<file path="src/design/pcfr_pkg.sv">
// Shared types and constants of the POV clock face renderer.
package pcfr_pkg;

    // Configuration register indexes (byte address = 4 * index)
    localparam int REG_W = 8;
    localparam logic [2:0] REG_POSITION_OFFSET  = 3'd0;
    localparam logic [2:0] REG_VISIBLE_LIMIT    = 3'd1;
    localparam logic [2:0] REG_MINUTE_HALFWIDTH = 3'd2;
    localparam logic [2:0] REG_SECOND_HALFWIDTH = 3'd3;
    localparam logic [2:0] REG_CENTIS_HALFWIDTH = 3'd4;

    localparam logic [REG_W-1:0] RST_POSITION_OFFSET  = 8'd32;
    localparam logic [REG_W-1:0] RST_VISIBLE_LIMIT    = 8'd192;
    localparam logic [REG_W-1:0] RST_MINUTE_HALFWIDTH = 8'd4;
    localparam logic [REG_W-1:0] RST_SECOND_HALFWIDTH = 8'd2;
    localparam logic [REG_W-1:0] RST_CENTIS_HALFWIDTH = 8'd1;

    typedef struct packed {
        logic [REG_W-1:0] position_offset;
        logic [REG_W-1:0] visible_limit;
        logic [REG_W-1:0] minute_halfwidth;
        logic [REG_W-1:0] second_halfwidth;
        logic [REG_W-1:0] centis_halfwidth;
    } t_cfg;

    // Serial divider: one quotient bit per cycle over a 32-bit dividend
    localparam int DIV_STEPS = 32;
    localparam int CNT_W     = $clog2(DIV_STEPS);

    // Hand scaling: four hands, four phases each, run while the divider works
    localparam int NUM_HANDS  = 4;
    localparam int HAND_IDX_W = $clog2(NUM_HANDS);
    localparam int HAND_PHASES = 4;
    localparam int HAND_CYCLES = NUM_HANDS * HAND_PHASES;

    localparam logic [HAND_IDX_W-1:0] HAND_CENTIS  = 2'd0;
    localparam logic [HAND_IDX_W-1:0] HAND_SECONDS = 2'd1;
    localparam logic [HAND_IDX_W-1:0] HAND_MINUTES = 2'd2;
    localparam logic [HAND_IDX_W-1:0] HAND_HOURS   = 2'd3;

    typedef enum logic [1:0] {
        HP_SELECT = 2'd0,
        HP_SCALE  = 2'd1,
        HP_RECIP  = 2'd2,
        HP_FIX    = 2'd3
    } t_hand_phase;

    // hand = (V * value) / divisor, via floor(2^shift / divisor) and one fix-up
    localparam logic [15:0] HAND_DIVISOR [NUM_HANDS] = '{16'd100, 16'd60, 16'd60, 16'd12};
    localparam logic [15:0] HAND_RECIP   [NUM_HANDS] = '{16'd41943, 16'd34952, 16'd34952,
                                                         16'd43690};
    localparam logic [4:0]  HAND_SHIFT   [NUM_HANDS] = '{5'd22, 5'd21, 5'd21, 5'd19};

    localparam logic [7:0] HOUR_SPAN = 8'd12;
    localparam logic [7:0] BCD_NIBBLE_MASK = 8'h0F;

    typedef struct packed {
        logic                  load;
        logic                  div_step;
        logic                  hand_en;
        logic [HAND_IDX_W-1:0] hand_idx;
        t_hand_phase           hand_phase;
        logic                  calc_pos;
        logic                  finish;
    } t_cmd;

    typedef struct packed {
        logic period_zero;
    } t_sts;

endpackage

</file>
<file path="src/design/pcfr_regs.sv">
// APB configuration register bank of the POV clock face renderer.
module pcfr_regs import pcfr_pkg::*; (
    input  logic        i_clk,
    input  logic        i_rst_n,
    input  logic        psel,
    input  logic        penable,
    input  logic        pwrite,
    input  logic [4:0]  paddr,
    input  logic [31:0] pwdata,
    output logic [31:0] prdata,
    output logic        pready,
    output t_cfg        o_cfg
);

    t_cfg r_cfg;
    logic w_wr;
    logic [REG_W-1:0] w_rd;

    assign pready = 1'b1;
    assign w_wr   = psel && penable && pwrite;

    always_ff @(posedge i_clk) begin
        if (!i_rst_n) begin
            r_cfg.position_offset  <= RST_POSITION_OFFSET;
            r_cfg.visible_limit    <= RST_VISIBLE_LIMIT;
            r_cfg.minute_halfwidth <= RST_MINUTE_HALFWIDTH;
            r_cfg.second_halfwidth <= RST_SECOND_HALFWIDTH;
            r_cfg.centis_halfwidth <= RST_CENTIS_HALFWIDTH;
        end else if (w_wr) begin
            unique case (paddr[4:2])
                REG_POSITION_OFFSET:  r_cfg.position_offset  <= pwdata[REG_W-1:0];
                REG_VISIBLE_LIMIT:    r_cfg.visible_limit    <= pwdata[REG_W-1:0];
                REG_MINUTE_HALFWIDTH: r_cfg.minute_halfwidth <= pwdata[REG_W-1:0];
                REG_SECOND_HALFWIDTH: r_cfg.second_halfwidth <= pwdata[REG_W-1:0];
                REG_CENTIS_HALFWIDTH: r_cfg.centis_halfwidth <= pwdata[REG_W-1:0];
                default: ;
            endcase
        end
    end

    always_comb begin
        unique case (paddr[4:2])
            REG_POSITION_OFFSET:  w_rd = r_cfg.position_offset;
            REG_VISIBLE_LIMIT:    w_rd = r_cfg.visible_limit;
            REG_MINUTE_HALFWIDTH: w_rd = r_cfg.minute_halfwidth;
            REG_SECOND_HALFWIDTH: w_rd = r_cfg.second_halfwidth;
            REG_CENTIS_HALFWIDTH: w_rd = r_cfg.centis_halfwidth;
            default:              w_rd = '0;
        endcase
    end

    assign prdata = {{(32-REG_W){1'b0}}, w_rd};
    assign o_cfg  = r_cfg;

endmodule

</file>
<file path="src/design/pcfr_ctrl.sv">
// Sequencer of the POV clock face renderer: accept, divide, position, result.
module pcfr_ctrl import pcfr_pkg::*; (
    input  logic i_clk,
    input  logic i_rst_n,
    input  logic i_in_valid,
    input  logic i_out_stall,
    input  t_sts i_sts,
    output t_cmd o_cmd,
    output logic o_in_stall,
    output logic o_out_valid
);

    typedef enum logic [3:0] {
        ST_IDLE     = 4'b0001,
        ST_DIVIDE   = 4'b0010,
        ST_POSITION = 4'b0100,
        ST_RESULT   = 4'b1000
    } t_state;

    localparam logic [CNT_W-1:0] CNT_LAST  = CNT_W'(DIV_STEPS - 1);
    localparam logic [CNT_W-1:0] CNT_HANDS = CNT_W'(HAND_CYCLES);

    t_state r_state, n_state;
    logic [CNT_W-1:0] r_cnt, n_cnt;
    logic r_out_valid, n_out_valid;
    logic w_out_free;

    assign w_out_free = !(r_out_valid && i_out_stall);

    always_comb begin
        n_state     = r_state;
        n_cnt       = r_cnt;
        n_out_valid = r_out_valid && i_out_stall;
        o_cmd       = '0;
        o_cmd.hand_idx   = r_cnt[HAND_IDX_W+1:2];
        o_cmd.hand_phase = t_hand_phase'(r_cnt[1:0]);
        unique case (r_state)
            ST_IDLE: begin
                if (i_in_valid) begin
                    o_cmd.load = 1'b1;
                    n_cnt      = '0;
                    if (!i_sts.period_zero) begin
                        n_state = ST_DIVIDE;
                    end
                end
            end
            ST_DIVIDE: begin
                o_cmd.div_step = 1'b1;
                o_cmd.hand_en  = (r_cnt < CNT_HANDS);
                n_cnt          = r_cnt + 1'b1;
                if (r_cnt == CNT_LAST) begin
                    n_state = ST_POSITION;
                end
            end
            ST_POSITION: begin
                o_cmd.calc_pos = 1'b1;
                n_state        = ST_RESULT;
            end
            ST_RESULT: begin
                if (w_out_free) begin
                    o_cmd.finish = 1'b1;
                    n_out_valid  = 1'b1;
                    n_state      = ST_IDLE;
                end
            end
            default: n_state = ST_IDLE;
        endcase
    end

    always_ff @(posedge i_clk) begin
        if (!i_rst_n) begin
            r_state     <= ST_IDLE;
            r_cnt       <= '0;
            r_out_valid <= 1'b0;
        end else begin
            r_state     <= n_state;
            r_cnt       <= n_cnt;
            r_out_valid <= n_out_valid;
        end
    end

    assign o_in_stall  = (r_state != ST_IDLE);
    assign o_out_valid = r_out_valid;

endmodule

</file>
<file path="src/design/pcfr_dp.sv">
// Datapath of the POV clock face renderer: divider, hand scaler, LED logic, time latch.
module pcfr_dp import pcfr_pkg::*; (
    input  logic        i_clk,
    input  logic        i_rst_n,
    input  t_cmd        i_cmd,
    input  t_cfg        i_cfg,
    input  logic [15:0] i_elapsed_ticks,
    input  logic [15:0] i_period_ticks,
    input  logic [7:0]  i_bcd_centis,
    input  logic [7:0]  i_bcd_seconds,
    input  logic [7:0]  i_bcd_minutes,
    input  logic [7:0]  i_bcd_hours,
    output t_sts        o_sts,
    output logic        o_led_on,
    output logic [7:0]  o_position,
    output logic        o_in_blind_zone
);

    function automatic logic [7:0] bcd_decode(input logic [7:0] b);
        logic [7:0] hi;
        hi = b >> 4;
        return (b & BCD_NIBBLE_MASK) + (hi << 3) + (hi << 1);
    endfunction

    // hours never exceed 165 after decode, so four conditional subtracts suffice
    function automatic logic [7:0] mod_hours(input logic [7:0] h);
        logic [7:0] v;
        v = h;
        for (int k = 3; k >= 0; k--) begin
            if (v >= 8'(HOUR_SPAN << k)) begin
                v = v - 8'(HOUR_SPAN << k);
            end
        end
        return v;
    endfunction

    function automatic logic near_hand(input logic [7:0] hand, input logic [7:0] pos,
                                       input logic [7:0] hw);
        logic [7:0] d;
        d = (hand >= pos) ? (hand - pos) : (pos - hand);
        return d < hw;
    endfunction

    // divider
    logic [31:0] r_quo;
    logic [15:0] r_rem;
    logic [15:0] r_divisor;
    logic [16:0] w_rem_sh;
    logic [16:0] w_rem_diff;
    logic        w_ge;

    // input time bytes
    logic [7:0] r_bcd_centis, r_bcd_seconds, r_bcd_minutes, r_bcd_hours;

    // hand scaler
    logic [7:0]  r_val;
    logic [15:0] r_prod;
    logic [31:0] r_qm;
    logic [7:0]  r_hand [NUM_HANDS];
    logic [7:0]  w_sel;
    logic [15:0] w_q0;
    logic [15:0] w_fix;

    // position and state
    logic [23:0] w_scaled;
    logic [7:0]  r_pos;
    logic        r_flag;
    logic [7:0]  r_lat_hours, r_lat_minutes, r_lat_seconds, r_lat_centis;
    logic        w_blind, w_fill, w_led;
    logic [7:0]  w_hh;

    logic        r_led;
    logic [7:0]  r_pos_out;
    logic        r_blind;

    assign o_sts.period_zero = (i_period_ticks == 16'd0);

    assign w_rem_sh   = {r_rem, r_quo[31]};
    assign w_rem_diff = w_rem_sh - {1'b0, r_divisor};
    assign w_ge       = (w_rem_sh >= {1'b0, r_divisor});

    always_ff @(posedge i_clk) begin
        if (i_cmd.load) begin
            r_quo         <= {i_elapsed_ticks, 16'h0000};
            r_rem         <= '0;
            r_divisor     <= i_period_ticks;
            r_bcd_centis  <= i_bcd_centis;
            r_bcd_seconds <= i_bcd_seconds;
            r_bcd_minutes <= i_bcd_minutes;
            r_bcd_hours   <= i_bcd_hours;
        end else if (i_cmd.div_step) begin
            r_quo <= {r_quo[30:0], w_ge};
            r_rem <= w_ge ? w_rem_diff[15:0] : w_rem_sh[15:0];
        end
    end

    always_comb begin
        case (i_cmd.hand_idx)
            HAND_CENTIS:  w_sel = r_lat_centis;
            HAND_SECONDS: w_sel = r_lat_seconds;
            HAND_MINUTES: w_sel = r_lat_minutes;
            default:      w_sel = mod_hours(r_lat_hours);
        endcase
    end

    assign w_q0  = 16'(r_qm >> HAND_SHIFT[i_cmd.hand_idx]);
    assign w_fix = r_prod - 16'(w_q0 * HAND_DIVISOR[i_cmd.hand_idx]);

    always_ff @(posedge i_clk) begin
        if (i_cmd.hand_en) begin
            unique case (i_cmd.hand_phase)
                HP_SELECT: r_val  <= w_sel;
                HP_SCALE:  r_prod <= 16'(i_cfg.visible_limit) * 16'(r_val);
                HP_RECIP:  r_qm   <= r_prod * HAND_RECIP[i_cmd.hand_idx];
                HP_FIX:    r_hand[i_cmd.hand_idx] <=
                               8'(w_q0 + 16'(w_fix >= HAND_DIVISOR[i_cmd.hand_idx]));
                default: ;
            endcase
        end
    end

    // bits [23:16] of frac * 255 = (frac << 8) - frac
    assign w_scaled = {r_quo[15:0], 8'h00} - r_quo[23:0];

    always_ff @(posedge i_clk) begin
        if (i_cmd.calc_pos) begin
            r_pos <= 8'd0 - (w_scaled[23:16] + i_cfg.position_offset);
        end
    end

    assign w_blind = (r_pos >= i_cfg.visible_limit);
    assign w_hh    = r_hand[HAND_HOURS];
    assign w_fill  = (r_lat_hours < HOUR_SPAN) ? (r_pos < w_hh) : (r_pos > w_hh);
    assign w_led   = !w_blind &&
                     (w_fill
                      ^ near_hand(r_hand[HAND_MINUTES], r_pos, i_cfg.minute_halfwidth)
                      ^ near_hand(r_hand[HAND_SECONDS], r_pos, i_cfg.second_halfwidth)
                      ^ near_hand(r_hand[HAND_CENTIS],  r_pos, i_cfg.centis_halfwidth));

    always_ff @(posedge i_clk) begin
        if (!i_rst_n) begin
            r_flag        <= 1'b0;
            r_lat_hours   <= '0;
            r_lat_minutes <= '0;
            r_lat_seconds <= '0;
            r_lat_centis  <= '0;
        end else if (i_cmd.finish) begin
            if (w_blind) begin
                if (!r_flag) begin
                    r_flag        <= 1'b1;
                    r_lat_centis  <= bcd_decode(r_bcd_centis);
                    r_lat_seconds <= bcd_decode(r_bcd_seconds);
                    r_lat_minutes <= bcd_decode(r_bcd_minutes);
                    r_lat_hours   <= bcd_decode(r_bcd_hours);
                end
            end else begin
                r_flag <= 1'b0;
            end
        end
    end

    always_ff @(posedge i_clk) begin
        if (i_cmd.finish) begin
            r_led     <= w_led;
            r_pos_out <= r_pos;
            r_blind   <= w_blind;
        end
    end

    assign o_led_on        = r_led;
    assign o_position      = r_pos_out;
    assign o_in_blind_zone = r_blind;

endmodule

</file>
<file path="src/design/pov_clock_face_renderer.sv">
// Top level of the POV clock face renderer: register bank, sequencer and datapath.
//
//   channel   direction   handshake                  payload
//   input     in          i_in_valid / o_in_stall    ticks, period, four BCD time bytes
//   output    out         o_out_valid / i_out_stall  led_on, position, in_blind_zone
//   config    in          APB psel/penable/pwrite    five 8-bit registers at 4*index
//
// A sample with a nonzero period is not followed by another until it has passed the
// 32-step restoring divider, the position step and the result step; its result is
// registered in the result step. The hand scaler runs beside the divider.
// A sample with a zero period is dropped in its acceptance cycle.
// Reset is synchronous and active low; it restores the register defaults and
// clears the time latch. A stalled result holds in the output register while
// the next sample is divided; only the final load waits for the output to free.
module pov_clock_face_renderer import pcfr_pkg::*; (
    input  logic        i_clk,
    input  logic        i_rst_n,
    // input transaction
    input  logic        i_in_valid,
    output logic        o_in_stall,
    input  logic [15:0] i_elapsed_ticks,
    input  logic [15:0] i_period_ticks,
    input  logic [7:0]  i_bcd_centis,
    input  logic [7:0]  i_bcd_seconds,
    input  logic [7:0]  i_bcd_minutes,
    input  logic [7:0]  i_bcd_hours,
    // output transaction
    output logic        o_out_valid,
    input  logic        i_out_stall,
    output logic        o_led_on,
    output logic [7:0]  o_position,
    output logic        o_in_blind_zone,
    // configuration
    input  logic        psel,
    input  logic        penable,
    input  logic        pwrite,
    input  logic [4:0]  paddr,
    input  logic [31:0] pwdata,
    output logic [31:0] prdata,
    output logic        pready
);

    t_cfg w_cfg;
    t_cmd w_cmd;
    t_sts w_sts;

    // hold configuration; the user must write it only while the block is idle, which the block does not enforce
    pcfr_regs u_regs (
        .i_clk   (i_clk),
        .i_rst_n (i_rst_n),
        .psel    (psel),
        .penable (penable),
        .pwrite  (pwrite),
        .paddr   (paddr),
        .pwdata  (pwdata),
        .prdata  (prdata),
        .pready  (pready),
        .o_cfg   (w_cfg)
    );

    // advance one sample through divide, position and result steps
    pcfr_ctrl u_ctrl (
        .i_clk       (i_clk),
        .i_rst_n     (i_rst_n),
        .i_in_valid  (i_in_valid),
        .i_out_stall (i_out_stall),
        .i_sts       (w_sts),
        .o_cmd       (w_cmd),
        .o_in_stall  (o_in_stall),
        .o_out_valid (o_out_valid)
    );

    // divide, scale the hands, compute the LED bit and latch the time
    pcfr_dp u_dp (
        .i_clk           (i_clk),
        .i_rst_n         (i_rst_n),
        .i_cmd           (w_cmd),
        .i_cfg           (w_cfg),
        .i_elapsed_ticks (i_elapsed_ticks),
        .i_period_ticks  (i_period_ticks),
        .i_bcd_centis    (i_bcd_centis),
        .i_bcd_seconds   (i_bcd_seconds),
        .i_bcd_minutes   (i_bcd_minutes),
        .i_bcd_hours     (i_bcd_hours),
        .o_sts           (w_sts),
        .o_led_on        (o_led_on),
        .o_position      (o_position),
        .o_in_blind_zone (o_in_blind_zone)
    );

endmodule

</file>
<file path="config.mk">
export PLATFORM = sky130hd
export DESIGN_NAME = pov_clock_face_renderer
export DESIGN_NICKNAME = d
export VERILOG_FILES = /design/src/design/pcfr_pkg.sv /design/src/design/pcfr_regs.sv /design/src/design/pcfr_ctrl.sv /design/src/design/pcfr_dp.sv /design/src/design/pov_clock_face_renderer.sv
export SDC_FILE = /design/constraint.sdc
export NUM_CORES = 1
export LEC_CHECK = 0
export BUFFER_PORTS_ARGS = -buffer_cell sky130_fd_sc_hd__buf_2
export CORE_MARGIN = 2
export CORE_UTILIZATION = 59
export DETAILED_ROUTE_END_ITERATION = 8
export GPL_ROUTABILITY_DRIVEN = 1
export PLACE_DENSITY = 0.77
export SYNTH_ARGS = -nofsm -noshare
export SYNTH_HDL_FRONTEND = slang
export SYNTH_SLANG_ARGS = --single-unit
</file>
<file path="constraint.sdc">
create_clock -name i_clk -period 12.15 [get_ports i_clk]
set_input_delay 1.215 -clock i_clk [delete_from_list [all_inputs] [get_ports i_clk]]
set_output_delay 1.215 -clock i_clk [all_outputs]
set_load 0.005 [all_outputs]
</file>
[Word-level counts from Yosys, hierarchy flattened]
Memories as Yosys holds them, arrays and structs flattened.
Cells that the tools add are included.
Cells by class
  add/subtract/negate cells: 25
  shifts and indexed selects: 1
  multiply operators: 3
  eq/ne operators: 19
  reduce and logical (&&, ||, !) cells: 23
  multiplexer cells: 43
  order comparisons: 18
  bitwise operators: 5
  div/mod/pow operators: 0
Operators with widths (number)
  $mux 16: 5
  $mux 8: 10
  $bmux 16 s2: 2
  $mux 32: 2
  $sub 8x8->8: 6
  $pmux 8 s5: 1
  $add 4x7->8: 4
  $add 8x5->8: 4
  $ge 8x8->1: 4
  $lt 8x8->1: 4
  $mul 16x16->32: 1
  $shr 32x5->16: 1
  $sub 16x16->16: 2
  $pmux 8 s3: 1
  $sub 24x24->24: 1
  $reduce_and 2->1: 9
  $ge 17x16->1: 1
  $ge 16x16->1: 1
  $logic_not 16->1: 1
  $mul 16x16->16: 1
  $mul 8x8->16: 1
  $mux 4: 4
  $pmux 4 s4: 1
  $mux 5: 3
  44 further kinds: 67
Word-level totals
  register bits after elaboration: 253
  word-level logic and storage cells: 166
  memory bits (read-only): 0
  RAM bits: 32
  memories: 1
  bits in latches: 0
Memories
  u_dp.r_hand: words 4, bits a word 8, rd ports 4, clocked after Yosys merged registers in 0, write ports 1, RTL line pcfr_dp.sv:59  | logic [7:0] r_hand [NUM_HANDS];

[Depth between registers and ports, before layout]
Gate-level depths: netlist of run 1.
  depth after elaboration: 12
  gate-level depth with buffers: 33
  gate-level depth less buffers: 32

[By module]
A second synthesis of run 1 with hierarchy kept.
Unflattened totals
  cell total of the unflattened synthesis: 2810
  area total of the unflattened synthesis: 27634.0 um^2
By module, submodules not included
  pcfr_dp: area each 24907.6 um^2, sequential area each 5925.7 um^2, cells each 2516, instances 1
  pcfr_regs: area each 2085.8 um^2, sequential area each 800.8 um^2, cells each 221, instances 1
  pcfr_ctrl: area each 640.6 um^2, sequential area each 200.2 um^2, cells each 73, instances 1

[Worst setup path before layout of run 1]
OpenSTA, ideal clock, no wires.
  kind: register to register
  start point: register u_ctrl.r_cnt[2]
  end point: register u_dp.r_qm[31] (data pin)
  path slack: 4.871 ns
  required time: 11.890 ns
  library setup time: 0.260 ns
  stages on the path, launching flop included: 28
  clock period less this slack: 7.279 ns
  data arrival time: 7.019 ns
  cell sequence: dfxtp_1 -> inv_1 -> ha_1 -> buf_1 -> clkbuf_1 -> clkbuf_1 -> nand2_1 -> inv_1 -> fa_1 -> fa_1 -> inv_1 -> fa_1 -> inv_1 -> fa_1 -> inv_1 -> fa_1 -> inv_1 -> fa_1 -> ha_1 -> a21oi_1 -> o21ai_0 -> a221o_1 -> a31o_2 -> a221o_1 -> nor2_1 -> o21ai_0 -> a21oi_1 -> xnor2_1
Between the ends
  longest elaborated chain between the ends: 5
RTL lines
  from (decl): RTL line pcfr_ctrl.sv:24  | logic [CNT_W-1:0] r_cnt, n_cnt;
  from (signal assigned): RTL line pcfr_ctrl.sv:77  | r_cnt <= n_cnt;
  $not 2->3 (implied by the code): RTL line pcfr_dp.sv:114  | HP_RECIP: r_qm <= r_prod * HAND_RECIP[i_cmd.hand_idx];
  $bmux 16 s2: RTL line pcfr_dp.sv:114
  $mux 16 (implied by the code) (2 in a row): RTL line pcfr_dp.sv:114
  $mul 16x16->32: RTL line pcfr_dp.sv:114
  to (signal assigned): RTL line pcfr_dp.sv:114
  to (decl): RTL line pcfr_dp.sv:58  | logic [31:0] r_qm;
Every way passes these cells. The select of a mux whose other input is x is not followed.
A chain may end at the register's enable or synchronous reset.

[Final worst setup path of run 1]
  start point: register u_ctrl.r_cnt[2]
  end point: memory u_dp.r_hand[2][7] (data pin)
Between the ends
  longest elaborated chain between the ends: 9
  elaborated cells on any way between the ends: 12
  those cells by class: add/sub (2); mul (1); order compare (1); shift (1); mux (6); bitwise (1)
RTL lines
  $not 2->3 (implied by the code) (*): RTL line pcfr_dp.sv:106, pcfr_dp.sv:107, pcfr_dp.sv:116
  $bmux 5 s2: RTL line pcfr_dp.sv:106  | assign w_q0 = 16'(r_qm >> HAND_SHIFT[i_cmd.hand_idx]);
  $mux 5 (implied by the code) (2 in a row): RTL line pcfr_dp.sv:106
  $shr 32x5->16: RTL line pcfr_dp.sv:106
  $mul 16x16->16: RTL line pcfr_dp.sv:107  | assign w_fix = r_prod - 16'(w_q0 * HAND_DIVISOR[i_cmd.hand_idx]);
  $sub 16x16->16: RTL line pcfr_dp.sv:107
  $ge 16x16->1: RTL line pcfr_dp.sv:116  | 8'(w_q0 + 16'(w_fix >= HAND_DIVISOR[i_cmd.hand_idx]));
  $add 8x1->8 (*): RTL line pcfr_dp.sv:116
  to (decl): RTL line pcfr_dp.sv:59
Mark *: on every way between the ends. The rest lies on a longest branch, timed or not. The select of a mux whose other input is x is not followed.

==> results of run 1 <==
power groups by stage:
| stage | logic, mW | clock network (mW) | registers, mW |
|---|---|---|---|
| 6_report | 0.439 | 1.00 | 1.04 |
| 5_1_grt | 0.498 | 1.05 | 1.04 |
| 4_1_cts | 0.441 | 1.02 | 1.04 |
| 3_5_place_dp | 0.436 | 0 | 1.06 |
| 3_3_place_gp | 0.421 | 0 | 1.06 |
| 2_1_floorplan | 0.337 | 0 | 1.05 |
registers in the layout, summed over array words and instances, names as in the netlist, 5 cells and up:
| register | cells |
|---|---|
| u_regs.o_cfg | 40 |
| u_dp.r_hand | 32 |
| u_dp.r_quo | 32 |
| u_dp.r_divisor | 16 |
| u_dp.r_prod | 16 |
| u_dp.r_qm | 16 |
| u_dp.r_rem | 16 |
| u_dp.o_position | 8 |
| u_dp.r_bcd_centis | 8 |
| u_dp.r_bcd_hours | 8 |
| u_dp.r_bcd_minutes | 8 |
| u_dp.r_bcd_seconds | 8 |
| u_dp.r_lat_centis | 8 |
| u_dp.r_lat_hours | 8 |
| u_dp.r_lat_minutes | 8 |
| u_dp.r_lat_seconds | 8 |
| u_dp.r_pos | 8 |
| u_dp.r_val | 8 |
| u_ctrl.r_cnt | 5 |
cells in the mapped netlist, types with 12 or more instances:
master / instances / share of area (%)
clkbuf_1: 55 / 0.76
ha_1: 409 / 19
fa_1: 236 / 17
xor2_1: 30 / 0.96
buf_4: 25 / 0.69
nand2b_1: 27 / 0.62
edfxtp_1: 154 / 17
a21boi_0: 13 / 0.36
nand3_1: 33 / 0.61
nor4_1: 12 / 0.28
nor3_1: 20 / 0.37
nand2_1: 183 / 2.5
and2_1: 65 / 1.5
nor2_1: 118 / 1.6
a21oi_1: 103 / 1.9
nor2b_1: 86 / 2.0
mux2_2: 12 / 0.50
inv_1: 496 / 6.8
a21o_1: 38 / 1.0
o211ai_1: 15 / 0.41
o21ai_0: 82 / 1.5
mux2i_1: 120 / 4.4
a31oi_1: 13 / 0.30
xnor2_1: 89 / 2.9
nand4_1: 14 / 0.32
dfxtp_1: 115 / 8.4
o21a_1: 24 / 0.66
how the worst max path moves through the flow:
stage / start / to / slack [ns] / cells after the start
final: u_ctrl.r_cnt[2]$_SDFFE_PN0P_ / u_dp.r_hand[2][7]$_DFFE_PP_ / 2.89 / 32
after global routing: u_ctrl.r_cnt[2]$_SDFFE_PN0P_ / u_dp.r_hand[1][3]$_DFFE_PP_ / 2.60 / 32
after CTS: u_ctrl.r_cnt[2]$_SDFFE_PN0P_ / u_dp.r_hand[2][7]$_DFFE_PP_ / 3.17 / 32
after detailed placement: u_ctrl.r_cnt[2]$_SDFFE_PN0P_ / u_dp.r_hand[2][7]$_DFFE_PP_ / 3.20 / 32
after global placement: u_ctrl.r_cnt[2]$_SDFFE_PN0P_ / u_dp.r_hand[1][3]$_DFFE_PP_ / 3.49 / 32
after floorplan: u_ctrl.r_cnt[2]$_SDFFE_PN0P_ / u_dp.r_qm[31]$_DFFE_PP_ / 4.87 / 27
per-layer routing:
layer  GRT usage [%]  wire (um)
met1            35.3      26300
met5               0          0
met3            2.54       2960
met4            6.67       1370
met2            47.1      30700
cell families after synthesis:
| kind of cell | after synthesis |
|---|---|
| other cells | 2 |
| fa+ha+maj | 645 |
| simple gates | 608 |
| flops | 269 |
| mux | 133 |
| xor+xnor | 120 |
| buf+inv | 592 |
| compound gates | 401 |
through the flow:
stage | std cells | setup WS, ns | power, mW | instance area, um^2 | utilization, %
2_1_floorplan | 2793 | 4.87 | 1.39 | 27300 | -
3_3_place_gp | 3414 | 3.49 | 1.48 | 28200 | 62.1
3_5_place_dp | 3414 | 3.20 | 1.50 | 28200 | 62.1
4_1_cts | 3468 | 3.17 | 2.50 | 29300 | 64.5
5_1_grt | 3468 | 2.60 | 2.59 | 29300 | 64.5
6_report | 3468 | 2.89 | 2.48 | 29300 | 64.5
cell type report:
type                    count  area share, %
flip-flops and latches    269           23.6
clock inverters            18           1.07
well taps                 600           2.56
clock buffers              36           2.63
multi-input cells        1932           61.7
repair buffers            113           2.03
inverters                 500           6.40
worst max-delay path: cells and delay by family, from the launching register on:
kind                     cells  cell delay, ns
XOR/XNOR                     1            0.45
AND/OR/NAND/NOR              8            1.63
multiplexers                 1            0.24
AO/OA/AOI/OAI                6            1.49
adder cells (fa/ha/maj)      9            3.32
flip-flops                   1            0.45
buffers and inverters        7            1.41
==> metrics.txt, run 1 <==
die span in y=approximately 220 um; Max Root-Sink Buffers=3; Slew HR=roughly a fifth; clock skew=0.0314 ns; crit path time final=~9 ns; CTS Root Buffer Type=clkbuf_16; Distinct cells, synth=84; slowest CP cell=clkinv_1; CTS Hold Bufs=0; Switching Power=0.648 mW; Critical Path RT=12.48 ns; Async SR Flop Fraction=0%; IO Count=153; first-pass GRT wire length=102,000 um; Register Area=6930 um^2; # fillers=around 3.7k; Slew @ Worst Pin=1.20 ns; Wirelength per Cell=17.7 um; hold wc startpoint=u_dp.r_rem[15]$_SDFFE_PP0P_; post-synthesis xor/xnor area fraction=3.88%; CTS H-tree depth=1; Tcrit/Tclk final=between 70% and 80%; port bufs=101; largest family of logic cells by synthesized area=adder cells; sequential element share of the synthesized area=25.4%; die area=47,900 um^2; total CTS buffers=29; final count of hold timing violations=0; crit path capture type=flop; Clock transition at path regs=around 0.070 ns; Mapped Cells=2,770; Compound-Gate Fraction of Synth Area=under 10%; commonest non-fill, non-tap cell in the layout=inv_1; r2r startpoint=u_ctrl.r_cnt[2]$_SDFFE_PN0P_; CP Launch Type=flop; Detail Placement HPWL=49,000 um; initial drt markers=1,169; vias post-DR=between 15k and 20k; Comb pwr share=17.7%; R2R Path End=u_dp.r_hand[2][7]$_DFFE_PP_; Crit Path Max Fanout=30; Main synth FF type=edfxtp_1; Hold Path Class=flop to flop; Sw Share=a little over a quarter; fmax=~0.11 GHz; clock sinks=269; Remaining Overflow, GRT=0; Die W=219 um; placer congestion estimate=0.974; Mean Syn Cell Area=just under 10 um^2; Synth Area in Adders=36.1%; RSZ-0062 raised after global routing=no; final setup fails=0; Core Region=45,500 um^2; Max Cap Viol=0; DRC viols=0; Post-CTS Setup Bufs=0; r2r worst-path depth=32; FF+latch count, synth=269; CTS tree=yes; mux cell area share after synthesis=4.96%; Crit Path Category=flop to flop; share of cells above drive strength 1=7.04%; Int Pwr=1.83 mW; mapped cell area=27,300 um^2; area of the multi-input gates=18,100 um^2; Worst EP arrival=9.58 ns; Clock Latency Late Sink=0.59 ns; Nets=3,598; hold path cells=2; Routed WL=61,300 um; share of power burned in the clock network=about two fifths; Antenna Cells=0; leakage power=14.2 nW; hold path endpoint=u_dp.r_rem[15]$_SDFFE_PP0P_; Synth Area in Simple Gates=11.2%; sequential share of power=42.0%; max incr delay on CP=0.76 ns; area delta synth->final=7.63%; largest net degree at the start of global routing=84; fin. max-slew vios=0; PostCTS Resize Cnt=0; ANT nets after route=0; Post-synth EDFFs=154; GRT Total Usage=26.7%; initial antenna violation count=0; Synth Warn #=0; commonest cells after routing, fill and taps aside=495 x inv_1, 409 x ha_1, 236 x fa_1; Pre-antenna DRT Iters=7; final hold slack=0.470 ns; PwrDens=between 80 and 90 nW/um^2; status=finished clean; FF-to-FF setup slack=2.89 ns; Via density=5.66; Initial Util=about 60%; Row Count=78; maximum vdd drop=0.146 mV; setup_tns=0 ns; vias in the first global route=20.4k
Note: power is estimated with default switching activity, not from simulation.
==> inputs of run 2 (changes only) <==
==> constraint.sdc (replaced) <==
create_clock -name i_clk -period 9.6 [get_ports i_clk]
set_input_delay 0.96 -clock i_clk [delete_from_list [all_inputs] [get_ports i_clk]]
set_output_delay 0.96 -clock i_clk [all_outputs]
set_load 0.005 [all_outputs]
==> run 2 against run 1 <==
Compared with the run above: total power grew 21%; maximum frequency grew 12%; critical endpoint is now u_dp.r_hand[2][2]$_DFFE_PP_; worst setup slack lost 1.5 ns; clock skew shrank 0.0024 ns; combinational power grew 26%; non-clock buffer count grew 4; register-to-register slack lost 1.5 ns; highest routed layer is now met5; flip-flop and latch count is the same; count of clock-buffer cells in the layout grew 3; clock power grew 13%; cell area shrank 0.31%; critical path depth shrank 3.
==> metrics.txt, run 2 (synthesis results as in run 1) <==
status=finished clean; Slew HR=15.0%; PostCTS Resize Cnt=0; Post-CTS Setup Bufs=0; setup_tns=0 ns; cell family with most CP delay=adder cells; Slew @ Worst Pin=between 1 and 1.5 ns; Tcrit/Tclk final=85.9%; Row Count=78; Hold Path Class=flop to flop; Core Region=45,500 um^2; Max Root-Sink Buffers=3; Via density=5.65; first-pass GRT wire length=101,000 um; dpl cells=roughly 3.4k; post-route cell area=29,200 um^2; CTS Root Buffer Type=clkbuf_16; share of cells above drive strength 1=7.14%; crit path time final=8.25 ns; port bufs=101; initial antenna violation count=1; DRC viols=0; die area=47,900 um^2; r2r startpoint=u_ctrl.r_cnt[2]$_SDFFE_PN0P_; final setup fails=0; max reg flops=40; Buf/Inv on CP=7; slowest CP cell=ha_1; commonest cells after routing, fill and taps aside=495 x inv_1, 409 x ha_1, 236 x fa_1; Clock transition at path regs=0.06 ns; Pre-antenna DRT Iters=5; IO Count=153; vias post-DR=19.6k; ANT nets after route=0; PwrDens=103 nW/um^2; clock sinks=269; Clock Latency Late Sink=0.59 ns; Detail Placement HPWL=48,900 um; Die W=219 um; commonest non-fill, non-tap cell in the layout=inv_1; hold wc startpoint=u_dp.r_lat_centis[7]$_SDFFE_PN0P_; Wirelength per Cell=about 18 um; GRT Total Usage=26.5%; placer congestion estimate=around 0.95; Worst EP arrival=approximately 8.6 ns; Routed WL=61,400 um; Crit Path Max Fanout=18; CTS H-tree depth=1; Crit Path Category=flop to flop; clock skew=0.0291 ns; CTS tree=yes; Setup Slack @ Placement=1.46 ns; CTS Hold Bufs=0; vias in the first global route=20.5k; Nets=3,602; CP Launch Type=flop; crit path capture type=flop; area delta synth->final=7.29%; total CTS buffers=29; CP startpoint=u_ctrl.r_cnt[2]$_SDFFE_PN0P_; dpl cell area=28,300 um^2; fmax=0.121 GHz; largest net degree at the start of global routing=84; RSZ-0062 raised after global routing=no; Max Cap Viol=0; die span in y=219 um; initial drt markers=1,263; fin. max-slew vios=0; Layout Cells excl Fill=between 3k and 4k; leakage power=14.2 nW; Critical Path RT=9.96 ns; maximum vdd drop=between 0.15 and 0.2 mV; Initial Util=between 50% and 60%; max incr delay on CP=0.88 ns; final count of hold timing violations=0; setup slack after layout=between 1 and 1.5 ns; Remaining Overflow, GRT=0
[run 2: changes by cell type in the layout (fill, tap and decap cells not counted), sizes merged]
cell	delta
bufinv	-5
buf	+4
clkbuf	+3
diode	+2
inv	+2
[run 2: worst reg2reg max path: cells and delay by family, from the launching register on]
| kind | cells | cell delay, ns |
|---|---|---|
| buf+inv | 7 | 0.86 |
| compound gates | 4 | 1.10 |
| mux | 2 | 0.50 |
| simple gates | 5 | 0.92 |
| xor+xnor | 1 | 0.36 |
| fa+ha+maj | 10 | 3.94 |
| flops | 1 | 0.37 |
[run 2: layout make-up]
cell class | instances | area, um^2
inverter | 500 | 1880
clock inverter | 15 | 173
clock buffer | 39 | 787
multi-input combinational | 1932 | 18100
timing repair buffer | 117 | 626
fill | 3658 | 16200
sequential | 269 | 6930
antenna | 2 | 5.00
tap | 600 | 751
[run 2: power by group]
part,switching (mW),total (mW),internal (mW)
clock network,0.474,1.13,0.660
logic,0.312,0.555,0.243
registers,0.0300,1.32,1.29
[run 2: worst paths after layout]
path,slack (ns),end,cells past startpoint
max,1.35,u_dp.r_hand[2][2]$_DFFE_PP_,29
min,0.47,u_dp.r_lat_centis[7]$_SDFFE_PN0P_,2
max reg2reg,1.35,u_dp.r_hand[2][2]$_DFFE_PP_,29
min reg2reg,0.47,u_dp.r_lat_centis[7]$_SDFFE_PN0P_,2
[run 2: layer usage]
| metal | global-route usage, % | vias to the layer above | share of wire [%] |
|---|---|---|---|
| met5 | 0 | - | 0.021 |
| met4 | 8.49 | 2 | 3.1 |
| met3 | 3.85 | 127 | 6.0 |
| met2 | 46.3 | 588 | 49 |
| met1 | 33.8 | 9539 | 42 |
| li1 | - | 9360 | - |
[run 2: stage by stage]
stage | util (%) | hold slack, ns | power (mW)
2_1_floorplan | - | 0.426 | 1.76
3_3_place_gp | 62.2 | 0.441 | 1.87
3_5_place_dp | 62.2 | 0.463 | 1.89
4_1_cts | 64.3 | 0.470 | 3.02
5_1_grt | 64.3 | 0.502 | 3.15
6_report | 64.3 | 0.471 | 3.01
==> inputs of run 3 (changes only) <==
--- a/config.mk
+++ b/config.mk
@@ -13,4 +13,5 @@
 export PLACE_DENSITY = 0.77
 export SYNTH_ARGS = -nofsm -noshare
 export SYNTH_HDL_FRONTEND = slang
+export SYNTH_HIERARCHICAL = 1
 export SYNTH_SLANG_ARGS = --single-unit
==> run 3 against run 2 <==
Compared with the run above: via count up 1.2%; utilization down 0.62 points; cell area up 0.95%; die area up 1.4%; largest power group unchanged; non-clock buffer count up 2; sequential power down 3%; routed wire length up 0.51%; hold slack better by 0.0040 ns; global-route usage down 0.11 points; sequential share of layout area down 0.22 points; first-iteration DRC count down 7.4%; clock skew down 0.0057 ns.
==> metrics.txt, run 3 <==
vias in the first global route=20.6k; sequential element share of the synthesized area=25.1%; Mapped Cells=2,810; commonest non-fill, non-tap cell in the layout=inv_1; Nets=approximately 3.6k; Antenna Cells=0; ANT nets after route=0; Remaining Overflow, GRT=0; port bufs=101; most common cell in the synthesized netlist=inv_1; PwrDens=92.3 nW/um^2; Worst EP arrival=8.98 ns; Detail Placement HPWL=49,700 um; share of cells above drive strength 1=under 10%; PostCTS Resize Cnt=0; CTS Root Buffer Type=clkbuf_16; Tcrit/Tclk final=90.1%; first-pass GRT wire length=102,000 um; Main synth FF type=edfxtp_1; Row Count=79; crit path time final=8.65 ns; area leader, netlist=ha_1; Async SR Flop Fraction=0%; Synth top cells by count=491 x inv_1, 407 x ha_1, 236 x fa_1; Critical Path RT=9.93 ns; Slew HR=approximately 17%; DRC viols=0; CTS H-tree depth=1; commonest cells after routing, fill and taps aside=491 x inv_1, 407 x ha_1, 236 x fa_1; Max Root-Sink Buffers=3; mapped cell area=27,600 um^2; dpl cells=3,459; Synth Warn #=6; initial drt markers=1,169; GRT Total Usage=26.4%; area delta synth->final=6.81%; Layout Cells excl Fill=3,513; IO Count=153; Die W=approximately 220 um; Routed WL=61,700 um; Via density=5.65; clock skew=0.0233 ns; leakage power=13.9 nW; fin. max-slew vios=0; post-synth top area share=18.4%; initial antenna violation count=1; max reg flops=40; placer congestion estimate=between 0.9 and 1; Crit Path Category=flop to flop; maximum vdd drop=0.208 mV; Crit Path Max Fanout=26; RSZ-0062 raised after global routing=no; post-route cell area=29,500 um^2; slowest CP cell=ha_1; dpl cell area=~29,000 um^2; Max Cap Viol=0; setup_tns=0 ns; largest net degree at the start of global routing=96; Pre-antenna DRT Iters=6; crit path capture type=flop; max incr delay on CP=about 0.9 ns; final setup fails=0; clock sinks=between 200 and 300; Mean Syn Cell Area=9.83 um^2; CTS tree=yes; status=finished clean; CTS Hold Bufs=0; Core Region=46,400 um^2; Post-CTS Setup Bufs=0; Clock transition at path regs=0.06 ns; total CTS buffers=29; vias post-DR=19.8k; largest cells by area after synthesis=ha_1 18%, fa_1 17%, edfxtp_1 17%; Post-synth EDFFs=154; Distinct cells, synth=92; die area=48,600 um^2; Hold Path Class=flop to flop; Wirelength per Cell=17.6 um; Initial Util=59.6%; Slew @ Worst Pin=1.23 ns; Clock Latency Late Sink=0.57 ns; final count of hold timing violations=0; CP Launch Type=flop; FF+latch count, synth=269; die span in y=~220 um; fmax=approximately 0.12 GHz
[run 3: cell types whose count changed after synthesis, moves of 6 or more]
cell and delta:
nor2_1 +35, nor2b_1 -24, nand3_1 -19, nand2_1 +18
and2_1 -15, a211oi_1 +13, a21oi_1 -11, buf_4 +10
nand2b_1 +10, clkbuf_1 -7, mux2_2 +7, o211a_1 +7
a22oi_1 +6, buf_1 +6
[run 3: power breakdown]
group / internal (mW) / leakage, nW / switching [mW] / total (mW)
Sequential: 1.26 / 2.36 / 0.0230 / 1.28
Combinational: 0.168 / 11.1 / 0.213 / 0.381
Clock: 0.602 / 0.438 / 0.458 / 1.06
Total: 2.03 / 13.9 / 0.694 / 2.72
[run 3: logic make-up (layout without fill, tap and decap cells)]
logic type	after synthesis	count (layout)	synth area share, %
adder cells (fa/ha/maj)	643	643	35.5
AND/OR/NAND/NOR	636	636	11.6
buffers and inverters	594	667	8.61
AO/OA/AOI/OAI	403	403	9.71
flip-flops	269	269	25.1
multiplexers	150	150	5.85
XOR/XNOR	113	113	3.58
other	2	25	0.0272
[run 3: critical path, delay by kind of cell, from the launching register on]
kind	cells	cell delay, ns
buf+inv	6	0.71
fa+ha+maj	9	3.92
flops	1	0.40
mux	1	0.11
compound gates	7	1.68
xor+xnor	2	0.45
simple gates	7	1.15
[run 3: worst paths after layout]
kind	from	end	slack, ns	depth (start not counted)
setup / recovery	u_ctrl/r_cnt[2]$_SDFFE_PN0P_	u_dp/r_hand[1][7]$_DFFE_PP_	0.95	32
hold / removal	u_regs/o_cfg[8]$_SDFFE_PN0P_	u_regs/o_cfg[8]$_SDFFE_PN0P_	0.48	2
setup reg to reg	u_ctrl/r_cnt[2]$_SDFFE_PN0P_	u_dp/r_hand[1][7]$_DFFE_PP_	0.95	32
hold reg to reg	u_regs/o_cfg[8]$_SDFFE_PN0P_	u_regs/o_cfg[8]$_SDFFE_PN0P_	0.48	2
[run 3: cell type report]
class / instances / area [um^2]
clock buffers: 37 / 777
clock inverters: 17 / 129
fillers: 3684 / 16800
inverters: 494 / 1850
multi-input cells: 1970 / 18400
flip-flops and latches: 269 / 6930
well taps: 607 / 759
repair buffers: 119 / 641
[run 3: per-stage QoR]
stage | setup WS [ns] | utilization (%) | total power, mW | hold slack (ns)
after detailed placement | 1.06 | 61.7 | 1.68 | 0.467
after CTS | 0.996 | 63.7 | 2.75 | 0.475
after floorplan | 1.92 | - | 1.59 | 0.426
final | 0.951 | 63.7 | 2.72 | 0.476
after global routing | 0.277 | 63.7 | 2.85 | 0.500
after global placement | 1.25 | 61.7 | 1.67 | 0.441
[run 3: layer usage]
layer / global-route usage [%] / vias up / wire length [um]
met4: 7.67 / 2 / 1780
met5: 0 / - / 7
met3: 2.64 / 122 / 3060
met1: 33.5 / 9661 / 25800
met2: 47.5 / 557 / 31100
li1: - / 9507 / -
